**src/rtl/led_dimmer_fade_controller_assert.svh**
```systemverilog
// Assertion macros shared by the LED dimmer RTL.
`ifndef LED_DIMMER_FADE_CONTROLLER_ASSERT_SVH
`define LED_DIMMER_FADE_CONTROLLER_ASSERT_SVH

// Same-cycle implication, checked on every clock edge outside reset.
`define LDF_ASSERT_NOW(label, ante, cons) \
  label: assert property (@(posedge clk) disable iff (rst) (ante) |-> (cons)) \
    else $error("ldf: same-cycle check failed");

// Next-cycle implication, checked on every clock edge outside reset.
`define LDF_ASSERT_NEXT(label, ante, cons) \
  label: assert property (@(posedge clk) disable iff (rst) (ante) |=> (cons)) \
    else $error("ldf: next-cycle check failed");

`endif

```
**src/rtl/ldf_pkg.sv**
```systemverilog
// Shared types and constants for the LED dimmer fade controller.
package ldf_pkg;

  // Fixed point of the brightness values
  localparam int FRAC_BITS = 12;
  localparam int BRT_W     = 12;
  localparam int WIDE_W    = 16;

  // Event opcodes
  localparam logic [1:0] OP_TICK   = 2'd0;
  localparam logic [1:0] OP_BUTTON = 2'd1;
  localparam logic [1:0] OP_ENC    = 2'd2;

  // Strip states
  localparam logic [1:0] ST_OFF  = 2'd0;
  localparam logic [1:0] ST_ON   = 2'd1;
  localparam logic [1:0] ST_FADE = 2'd2;

  // Configuration register indexes
  localparam logic [2:0] REG_BRT_MIN   = 3'd0;
  localparam logic [2:0] REG_BRT_MAX   = 3'd1;
  localparam logic [2:0] REG_ENC_STEP  = 3'd2;
  localparam logic [2:0] REG_FADE_STEP = 3'd3;
  localparam logic [2:0] REG_FADE_TCKS = 3'd4;
  localparam logic [2:0] REG_PWM_PER   = 3'd5;
  localparam logic [2:0] REG_CHAN_SEL  = 3'd6;

  // Register file contents seen by the datapath
  typedef struct packed {
    logic [BRT_W-1:0]  brt_min;
    logic [BRT_W-1:0]  brt_max;
    logic [BRT_W-1:0]  enc_step;
    logic [BRT_W-1:0]  fade_step;
    logic [WIDE_W-1:0] fade_ticks;
    logic [WIDE_W-1:0] pwm_top;
    logic              chan_sel;
  } cfg_t;

  // Controller commands to the datapath
  typedef struct packed {
    logic load;    // capture the input beat
    logic mul;     // first product: level squared or delta times step
    logic scale;   // duty scaling product and encoder clamp
    logic commit;  // update strip state and load the output register
  } cmd_t;

endpackage

```
**src/rtl/ldf_ctrl.sv**
```systemverilog
// Sequencer for the LED dimmer: handshakes and datapath commands.
`include "led_dimmer_fade_controller_assert.svh"

module ldf_ctrl (
  input  logic              clk,
  input  logic              rst,
  input  logic              in_valid,
  output logic              in_ready,
  output logic              out_valid,
  input  logic              out_ready,
  output ldf_pkg::cmd_t     cmd
);
  import ldf_pkg::*;

  localparam logic [1:0] S_IDLE  = 2'd0;
  localparam logic [1:0] S_MUL   = 2'd1;
  localparam logic [1:0] S_SCALE = 2'd2;
  localparam logic [1:0] S_WB    = 2'd3;

  logic [1:0] seq;
  logic [1:0] seq_next;
  logic       out_free;

  assign in_ready = (seq == S_IDLE);
  assign out_free = !out_valid || out_ready;

  // Commands per step
  always_comb begin
    cmd.load   = in_valid && in_ready;
    cmd.mul    = (seq == S_MUL);
    cmd.scale  = (seq == S_SCALE);
    cmd.commit = (seq == S_WB) && out_free;
  end

  // Step sequence
  always_comb begin
    seq_next = seq;
    case (seq)
      S_IDLE:  if (in_valid) seq_next = S_MUL;
      S_MUL:   seq_next = S_SCALE;
      S_SCALE: seq_next = S_WB;
      S_WB:    if (out_free) seq_next = S_IDLE;
      default: seq_next = S_IDLE;
    endcase
  end

  always_ff @(posedge clk) begin
    if (rst) begin
      seq <= S_IDLE;
    end else begin
      seq <= seq_next;
    end
  end

  // Output beat holding register flag
  always_ff @(posedge clk) begin
    if (rst) begin
      out_valid <= 1'b0;
    end else if (cmd.commit) begin
      out_valid <= 1'b1;
    end else if (out_ready) begin
      out_valid <= 1'b0;
    end
  end

  `LDF_ASSERT_NEXT(a_accept_starts, in_valid && in_ready, seq == S_MUL)
  `LDF_ASSERT_NEXT(a_commit_shows, cmd.commit, out_valid)
  `LDF_ASSERT_NEXT(a_wb_waits, seq == S_WB && out_valid && !out_ready,
                   seq == S_WB && out_valid)
  `LDF_ASSERT_NOW(a_one_step, 1'b1,
                  $onehot0({cmd.load, cmd.mul, cmd.scale, cmd.commit}))

endmodule

```
**src/rtl/ldf_dp.sv**
```systemverilog
// Datapath for the LED dimmer: strip state, products, clamp and output register.
module ldf_dp (
  input  logic                         clk,
  input  logic                         rst,
  input  logic [1:0]                   opcode,
  input  logic signed [7:0]            encoder_delta,
  input  ldf_pkg::cfg_t                cfg,
  input  ldf_pkg::cmd_t                cmd,
  output logic [ldf_pkg::WIDE_W-1:0]   duty,
  output logic                         duty_update,
  output logic                         channel,
  output logic [1:0]                   status,
  output logic [ldf_pkg::BRT_W-1:0]    brightness
);
  import ldf_pkg::*;

  // Captured beat
  logic [1:0]        op_q;
  logic signed [7:0] delta_q;

  // Strip state
  logic [1:0]        led_state;
  logic [BRT_W-1:0]  level;
  logic [WIDE_W-1:0] fade_timer;

  // Stage registers
  logic signed [25:0] prod_q;
  logic [28:0]        scale_q;
  logic [BRT_W-1:0]   enc_q;

  // Beat capture
  always_ff @(posedge clk) begin
    if (cmd.load) begin
      op_q    <= opcode;
      delta_q <= encoder_delta;
    end
  end

  // First multiply: level squared, or encoder delta times step
  logic signed [12:0] mul_a;
  logic signed [12:0] mul_b;

  always_comb begin
    if (op_q == OP_ENC) begin
      mul_a = {{5{delta_q[7]}}, delta_q};
      mul_b = $signed({1'b0, cfg.enc_step});
    end else begin
      mul_a = $signed({1'b0, level});
      mul_b = $signed({1'b0, level});
    end
  end

  always_ff @(posedge clk) begin
    if (cmd.mul) begin
      prod_q <= mul_a * mul_b;
    end
  end

  // Second multiply: duty base times period; encoder clamp alongside
  logic [BRT_W-1:0]   sq;
  logic [12:0]        base;
  logic signed [21:0] enc_b;
  logic signed [21:0] min_s;
  logic signed [21:0] max_s;
  logic [BRT_W-1:0]   enc_clamp;

  always_comb begin
    sq    = prod_q[FRAC_BITS+BRT_W-1:FRAC_BITS];
    base  = {1'b0, sq} + ((led_state == ST_ON) ? {1'b0, cfg.brt_min} : 13'd0);
    min_s = $signed({10'd0, cfg.brt_min});
    max_s = $signed({10'd0, cfg.brt_max});
    enc_b = $signed({10'd0, level}) - $signed(prod_q[21:0]);
    if (enc_b <= min_s) begin
      enc_clamp = cfg.brt_min;
    end else if (enc_b >= max_s) begin
      enc_clamp = cfg.brt_max;
    end else begin
      enc_clamp = enc_b[BRT_W-1:0];
    end
  end

  always_ff @(posedge clk) begin
    if (cmd.scale) begin
      scale_q <= base * cfg.pwm_top;
      enc_q   <= enc_clamp;
    end
  end

  // Saturated duty
  logic [WIDE_W-1:0] duty_sat;
  assign duty_sat = scale_q[28] ? {WIDE_W{1'b1}} : scale_q[27:FRAC_BITS];

  // Commit: next strip state and result beat
  logic [1:0]        led_state_next;
  logic [BRT_W-1:0]  level_next;
  logic [WIDE_W-1:0] fade_timer_next;
  logic [WIDE_W-1:0] duty_next;
  logic              update_next;

  always_comb begin
    led_state_next  = led_state;
    level_next      = level;
    fade_timer_next = fade_timer;
    duty_next       = '0;
    update_next     = 1'b0;
    case (op_q)
      OP_TICK: begin
        update_next = 1'b1;
        case (led_state)
          ST_OFF: begin
            level_next = cfg.brt_min;
          end
          ST_ON: begin
            duty_next = duty_sat;
          end
          ST_FADE: begin
            if (fade_timer >= cfg.fade_ticks) begin
              fade_timer_next = '0;
              led_state_next  = ST_OFF;
            end else begin
              fade_timer_next = fade_timer + 1'b1;
            end
            duty_next  = duty_sat;
            level_next = (level > cfg.fade_step) ? level - cfg.fade_step : '0;
          end
          default: ;
        endcase
      end
      OP_BUTTON: begin
        if (led_state == ST_OFF) begin
          led_state_next = ST_ON;
        end else if (led_state == ST_ON) begin
          led_state_next = ST_FADE;
        end
      end
      OP_ENC: begin
        if (led_state != ST_FADE) level_next = enc_q;
      end
      default: ;
    endcase
  end

  always_ff @(posedge clk) begin
    if (rst) begin
      led_state  <= ST_OFF;
      level      <= '0;
      fade_timer <= '0;
    end else if (cmd.commit) begin
      led_state  <= led_state_next;
      level      <= level_next;
      fade_timer <= fade_timer_next;
    end
  end

  // Output register
  always_ff @(posedge clk) begin
    if (cmd.commit) begin
      duty        <= duty_next;
      duty_update <= update_next;
      channel     <= cfg.chan_sel;
      status      <= led_state_next;
      brightness  <= level_next;
    end
  end

endmodule

```
**src/rtl/led_dimmer_fade_controller.sv**
```systemverilog
// LED dimmer fade controller: top level with configuration registers.
//
// Usage:
//   Event channel: in_valid/in_ready carry one event beat (opcode, encoder_delta):
//   tick, button press or encoder movement. Each accepted event yields exactly
//   one result beat on out_valid/out_ready (duty, duty_update, channel, status,
//   brightness).
//   Config channel: cfg_valid/cfg_ready write cfg_data into register cfg_index
//   (0 min, 1 max, 2 encoder step, 3 fade step, 4 fade ticks, 5 PWM period,
//   6 channel select); other indexes are dropped. cfg_ready is always high.
//   Write configuration only while no event is in flight.
//   Timing: the accepting edge captures the event; the result beat is presented
//   after the square/product multiply, the duty scaling multiply and the commit,
//   and the next event is accepted only once that commit has taken place.
//   Stall: the result sits in an output register; while the receiver holds
//   out_ready low the next event may be accepted and computed, and its commit
//   waits until the output register is taken.
//   Reset: synchronous, active high; strip off, level 0, fade timer 0,
//   registers at their defaults, no result pending.
module led_dimmer_fade_controller (
  input  logic                         clk,
  input  logic                         rst,
  input  logic                         in_valid,
  output logic                         in_ready,
  input  logic [1:0]                   opcode,
  input  logic signed [7:0]            encoder_delta,
  output logic                         out_valid,
  input  logic                         out_ready,
  output logic [ldf_pkg::WIDE_W-1:0]   duty,
  output logic                         duty_update,
  output logic                         channel,
  output logic [1:0]                   status,
  output logic [ldf_pkg::BRT_W-1:0]    brightness,
  input  logic                         cfg_valid,
  output logic                         cfg_ready,
  input  logic [2:0]                   cfg_index,
  input  logic [ldf_pkg::WIDE_W-1:0]   cfg_data
);
  import ldf_pkg::*;

  cfg_t cfg;
  cmd_t cmd;

  assign cfg_ready = 1'b1;

  // Register file
  always_ff @(posedge clk) begin
    if (rst) begin
      cfg.brt_min    <= 12'd0;
      cfg.brt_max    <= 12'd4095;
      cfg.enc_step   <= 12'd64;
      cfg.fade_step  <= 12'd16;
      cfg.fade_ticks <= 16'd100;
      cfg.pwm_top    <= 16'd1000;
      cfg.chan_sel   <= 1'b0;
    end else if (cfg_valid && cfg_ready) begin
      case (cfg_index)
        REG_BRT_MIN:   cfg.brt_min    <= cfg_data[BRT_W-1:0];
        REG_BRT_MAX:   cfg.brt_max    <= cfg_data[BRT_W-1:0];
        REG_ENC_STEP:  cfg.enc_step   <= cfg_data[BRT_W-1:0];
        REG_FADE_STEP: cfg.fade_step  <= cfg_data[BRT_W-1:0];
        REG_FADE_TCKS: cfg.fade_ticks <= cfg_data;
        REG_PWM_PER:   cfg.pwm_top    <= cfg_data;
        REG_CHAN_SEL:  cfg.chan_sel   <= cfg_data[0];
        default: ;
      endcase
    end
  end

  ldf_ctrl u_ctrl (
    .clk       (clk),
    .rst       (rst),
    .in_valid  (in_valid),
    .in_ready  (in_ready),
    .out_valid (out_valid),
    .out_ready (out_ready),
    .cmd       (cmd)
  );

  ldf_dp u_dp (
    .clk           (clk),
    .rst           (rst),
    .opcode        (opcode),
    .encoder_delta (encoder_delta),
    .cfg           (cfg),
    .cmd           (cmd),
    .duty          (duty),
    .duty_update   (duty_update),
    .channel       (channel),
    .status        (status),
    .brightness    (brightness)
  );

endmodule

```
**config.mk**
```make
export PLATFORM = sky130hd
export DESIGN_NAME = led_dimmer_fade_controller
export DESIGN_NICKNAME = d
export VERILOG_FILES = /design/src/rtl/ldf_pkg.sv /design/src/rtl/ldf_ctrl.sv /design/src/rtl/ldf_dp.sv /design/src/rtl/led_dimmer_fade_controller.sv
export VERILOG_INCLUDE_DIRS = /design/src /design/src/rtl
export SDC_FILE = /design/constraint.sdc
export NUM_CORES = 1
export LEC_CHECK = 0
export BUFFER_PORTS_ARGS = -buffer_cell sky130_fd_sc_hd__buf_4
export CORE_ASPECT_RATIO = 0.5
export CORE_UTILIZATION = 45
export DETAILED_ROUTE_END_ITERATION = 10
export GPL_ROUTABILITY_DRIVEN = 0
export PLACE_DENSITY = 0.72
export SETUP_SLACK_MARGIN = 0.5
export SKIP_CTS_REPAIR_TIMING = 1
export SYNTH_ARGS = -nofsm -noshare
export SYNTH_HDL_FRONTEND = slang
export SYNTH_SLANG_ARGS = --single-unit
```
**constraint.sdc**
```tcl
create_clock -name clk -period 19.05 [get_ports clk]
set_input_delay 3.81 -clock clk [delete_from_list [all_inputs] [get_ports clk]]
set_output_delay 3.81 -clock clk [all_outputs]
set_load 0.02 [all_outputs]
```
Word level (Yosys, flattened, before mapping)
Cells that the tools add are included.
Cells by class
  magnitude comparators: 4
  mux-type cells: 22
  $add $sub $neg: 4
  reduce and logical (&&, ||, !) cells: 20
  equality and inequality tests: 16
  $mul: 2
Operator list (number)
  $mux 12: 6
  $pmux 12 s2: 2
  $mux 16: 2
  $mul 13x16->29: 1
  $mul 13x13->24: 1
  $ge 22x13->1: 1
  $le 22x13->1: 1
  $sub 13x22->22: 1
  $reduce_and 2->1: 9
  $add 16x1->16 const B: 1
  $ge 16x16->1: 1
  $add 12x12->13: 1
  $mux 13: 1
  $gt 12x12->1: 1
  $mux 2: 6
  $sub 12x12->12: 1
  $eq 3x3->1 const B: 3
  $eq 2x2->1 const B: 4
  $pmux 2 s4: 1
  $eq 2x1->1 const B: 3
  $eq 3x2->1 const B: 2
  $logic_not 2->1: 3
  $ne 2x2->1 const B: 2
  $pmux 2 s2: 1
  10 further kinds: 13
Storage, ports and cells
  output and inout port bits: 35
  bits of input ports: 34
  register bits after elaboration: 221

Longest topological paths before layout
  word-level depth: 4
  gate-level depth with buffers: 37

Hierarchy
Synthesis repeated with hierarchy kept, for this count alone.
Second synthesis, totals
  cell total of the unflattened synthesis: 2598
  area, all modules: 23917.9 um^2
Modules (own cells, without submodules)
  ldf_dp: instances 1, cells an instance 2274, area an instance 20495.9 um^2
  led_dimmer_fade_controller: instances 1, cells an instance 302, area an instance 3215.6 um^2
  ldf_ctrl: instances 1, cells an instance 22, area an instance 206.4 um^2

Worst setup path after synthesis
No wires, ideal clock.
  kind: reg-to-reg
  start: register u_dp.led_state[1]
  end: register u_dp.scale_q[24], data pin
  stages on the path, launching flop included: 36
  setup time: 0.265 ns
  setup slack: 10.758 ns
  period minus slack after synthesis: 8.292 ns
  arrival: 8.027 ns
  path through: dfxtp_1 > inv_1 > ha_1 > clkbuf_1 > and2_1 > ha_1 > inv_1 > fa_1 > nor2b_1 > o21ai_0 > a21boi_0 > o21ai_0 > a21boi_0 > o21a_1 > or2_2 > o311ai_2 > clkbuf_1 > nand2_1 > fa_1 > fa_1 > inv_1 > fa_1 > fa_1 > inv_1 > fa_1 > inv_1 > ha_1 > and3_1 > a21oi_1 > o21ai_0 > a31oi_1 > o21ai_0 > o211a_1 > o41ai_1 > o21ai_0 > xor2_1
Between the ends
  longest elaborated chain between the ends: 4
RTL lines
  start, declared: RTL line ldf_dp.sv:22  | logic [1:0] led_state;
  start signal, assigned: RTL line ldf_dp.sv:149  | led_state <= led_state_next;
  $eq 2x1->1: RTL line ldf_dp.sv:69  | base = {1'b0, sq} + ((led_state == ST_ON) ? {1'b0, cfg.brt_min} : 13'd0);
  $mux 12: RTL line ldf_dp.sv:69
  $add 12x12->13: RTL line ldf_dp.sv:69
  $mul 13x16->29: RTL line ldf_dp.sv:84  | scale_q <= base * cfg.pwm_top;
  end signal, assigned: RTL line ldf_dp.sv:84
  end, declared: RTL line ldf_dp.sv:28  | logic [28:0] scale_q;
Every way passes these cells.
A chain may end at the register's enable or synchronous reset.

Worst setup path after layout
Ends and elaborated chain as after synthesis.

==> impl_metrics.ini <==
[outcome]
outcome = completed

[global_routing]
grt.total_usage_pct = 22.6
antenna_found_initial = 5
grt_max_degree = 102
grt_pass1_vias = 17900
grt_first_pass_wirelength_um = 94100
gr-total-overflow = 0

[worst_setup_path]
worstReg2RegEnd = u_dp.scale_q[24]
cp_data_arrival_time_ps = 9630
critPathMostFrequentCell = fa_1
r2r_cells = 33
required_ps = 19320
r2r_slack_ps = 9690
crit_type = reg -> reg
crit_slowest_cell = o311ai_2
path_max_fanout = 16
cp-start-kind = flop
r2r_start = u_dp.led_state[1]
critPathMaxStageDelay_ps = 910
worst_setup_path_end_kind = flop

[cts]
cts_root_buf = clkbuf_16
cts_made_buffers = 23
tritoncts = done
insertion_delay_ps = 550
cts_sinks = 209
clockBufferDepth = 3
htree_levels = 1
clk_pin_slew_ps = 60

[hold_path]
hp-start = cfg[0]
hold_depth = 0
hp-class = reg -> reg
holdPathEnd = u_dp.channel

[logic_synthesis]
muxShareOfSynthArea_pct = 2.10
synth-seq-area-share_pct = 22.1
synth_edf_count = 95
synth_xor_area_share_pct = 2.94
netlist_area_sq_um = 23200
yosysUniqueCellTypes = 71
synth-simple-area-share_pct = 17.3
syn_avg_cell_area_sq_um = 8.89
ys_ff_latch = 209
async_reset_ff_share_pct = 0
synth_top_area_share_pct = 25.5
synth_warnings = 0
synth_top_area_cell = fa_1
synthAdderAreaFrac_pct = 36.8
syn-num-nets = 3154
synth.area.top_cells = fa_1 26%, edfxtp_1 12%, ha_1 11%
synth_ff_type = dfxtp_1
syn-instance-count = 2614
synth_compound_area_share_pct = 10.2
synth_top_family_by_area = adder cells

[route]
drt_pass1_iterations = 5
ant_nets = 0
route.detailed.drc = 0
dr.first_iter.drc_count = 1312
wire_per_inst_um = 17.4
vias_per_cell = 5.35
wl_um = 58200
vias = 17900

[timing]
min_period_ps = 9360
finalCritPeriodShare_pct = 49.1
clock.fmax_mhz = 107
setup_viol = 0
drv_slew = 0
hold_viol = 0
worst_slew_pin_slew_ps = 1250
relSlewSlack_pct = 16.2
setup_ws_ps = 9690
setup_tns_ps = 0
skew_ps = 33.0
rsz0062_at_grt = no

[finish]
final_layout_size_suffix_gt1_share_pct = 6.00
nNetsFinal = 3175
layout_commonest_cell = inv_1
multi_input_area_sq_um = 16100
area_growth_syn_to_layout_pct = 8.38
num-fill-cells = 4689
seq_area_sq_um = 5130
final_core_util_pct = 49.8
layout_common_cells = 429 x inv_1, 404 x nand2_1, 296 x fa_1, 210 x ha_1, 196 x nor2_1

[power]
p_leak_nw = 11.8
vdd_drop_max_uv = 230
power.density_nw_per_um2 = 151
power_mw = 3.80

[placement]
pre_cts_ws_ps = 9760
dp_hpwl_um = 45300
io_buffers = 67

[floorplanning]
start_util_pct = 45.9
coreArea_sq_um = 50600
fp.dieH_um = 163
num_rows = 58
die_area_sq_um = 52600
pin_count = 69
die_w_um = 323

[run]
maxCapViolations = 0
-- sequential cells by signal (all words and copies together), names as in the netlist, 12 cells and up --
signal           cells
u_dp.duty           16
u_dp.fade_timer     16
u_dp.level          12
u_dp.scale_q        17
u_dp.brightness     12
cfg                 81
u_dp.enc_q          12
u_dp.prod_q         24
-- worst max-delay path: cells and delay by family, from the launching register on --
kind	cells	cell delay, ps
compound gates	13	3680
fa+ha+maj	9	3660
simple gates	5	910
flops	1	350
buf+inv	5	320
xor+xnor	1	170
-- layer usage --
| layer | GRT usage, % | up-vias | share of wire, % |
|---|---|---|---|
| li1 | - | 8442 | - |
| met1 | 30.6 | 8697 | 44 |
| met2 | 37.2 | 634 | 46 |
| met3 | 3.54 | 115 | 7.4 |
| met4 | 7.45 | 0 | 3.4 |
| met5 | 0 | - | 0 |
-- cell families after synthesis --
logic type,after synthesis
simple gates,885
buf+inv,523
fa+ha+maj,506
compound gates,364
flops,209
xor+xnor,78
mux,48
other cells,1
-- where the power goes --
group,total [mW],switching [mW],internal [mW]
combinational,2.63,1.51,1.13
clock,0.450,0.194,0.256
sequential,0.721,0.0543,0.666
-- cell usage after synthesis (3+ instances only) --
cell type / instances
xnor2_1: 49
o211ai_1: 8
a221oi_1: 4
or2_2: 12
o21a_1: 28
and3_1: 31
and2_1: 72
ha_1: 210
nand3b_1: 10
a2111oi_0: 3
clkbuf_1: 84
nor2b_1: 16
nor2_1: 196
buf_1: 5
nor3_1: 24
a21boi_0: 8
or3_1: 9
a311oi_1: 3
mux2i_1: 42
xor2_1: 29
a21o_1: 32
fa_1: 296
a211oi_1: 18
a211o_1: 15
a31o_2: 3
edfxtp_1: 95
a22oi_1: 7
o31ai_1: 6
dfxtp_1: 114
nand3_1: 27
nand2b_1: 47
inv_1: 430
and4_1: 4
a31oi_1: 6
nand4_1: 18
o21bai_1: 10
o311ai_0: 3
nor3b_1: 4
nand2_1: 404
a21oi_1: 145
nor4_1: 4
mux2_2: 6
o32ai_1: 3
o21ai_0: 40
-- stage by stage --
stage / hold slack [ps] / std cells / instance area, sq um
6_report: 439 / 3346 / 25200
3_5_place_dp: 425 / 3300 / 24400
4_1_cts: 440 / 3341 / 25200
5_1_grt: 465 / 3346 / 25200
3_3_place_gp: 425 / 3300 / 24400
2_1_floorplan: 408 / 2614 / 23200
-- cell type report --
class	instances	share of cell area, %
multi-input combinational	1882	64.1
sequential	209	20.4
inverter	430	6.41
tap	690	3.43
clock buffer	33	2.76
timing repair buffer	89	2.65
clock inverter	8	0.219
antenna	5	0.0497
-- how the worst max path moves through the flow --
| stage | start | to | slack, ps | depth (start not counted) |
|---|---|---|---|---|
| floorplan | u_dp.led_state[1] | u_dp.scale_q[24] | 10760 | 35 |
| global placement | u_dp.led_state[1] | u_dp.scale_q[24] | 9970 | 33 |
| detailed placement | u_dp.led_state[1] | u_dp.scale_q[24] | 9760 | 33 |
| CTS | u_dp.led_state[1] | u_dp.scale_q[24] | 9710 | 33 |
| global route | u_dp.led_state[1] | u_dp.scale_q[24] | 9020 | 33 |
| finish | u_dp.led_state[1] | u_dp.scale_q[24] | 9690 | 33 |
(Power assumes the default switching activity.)
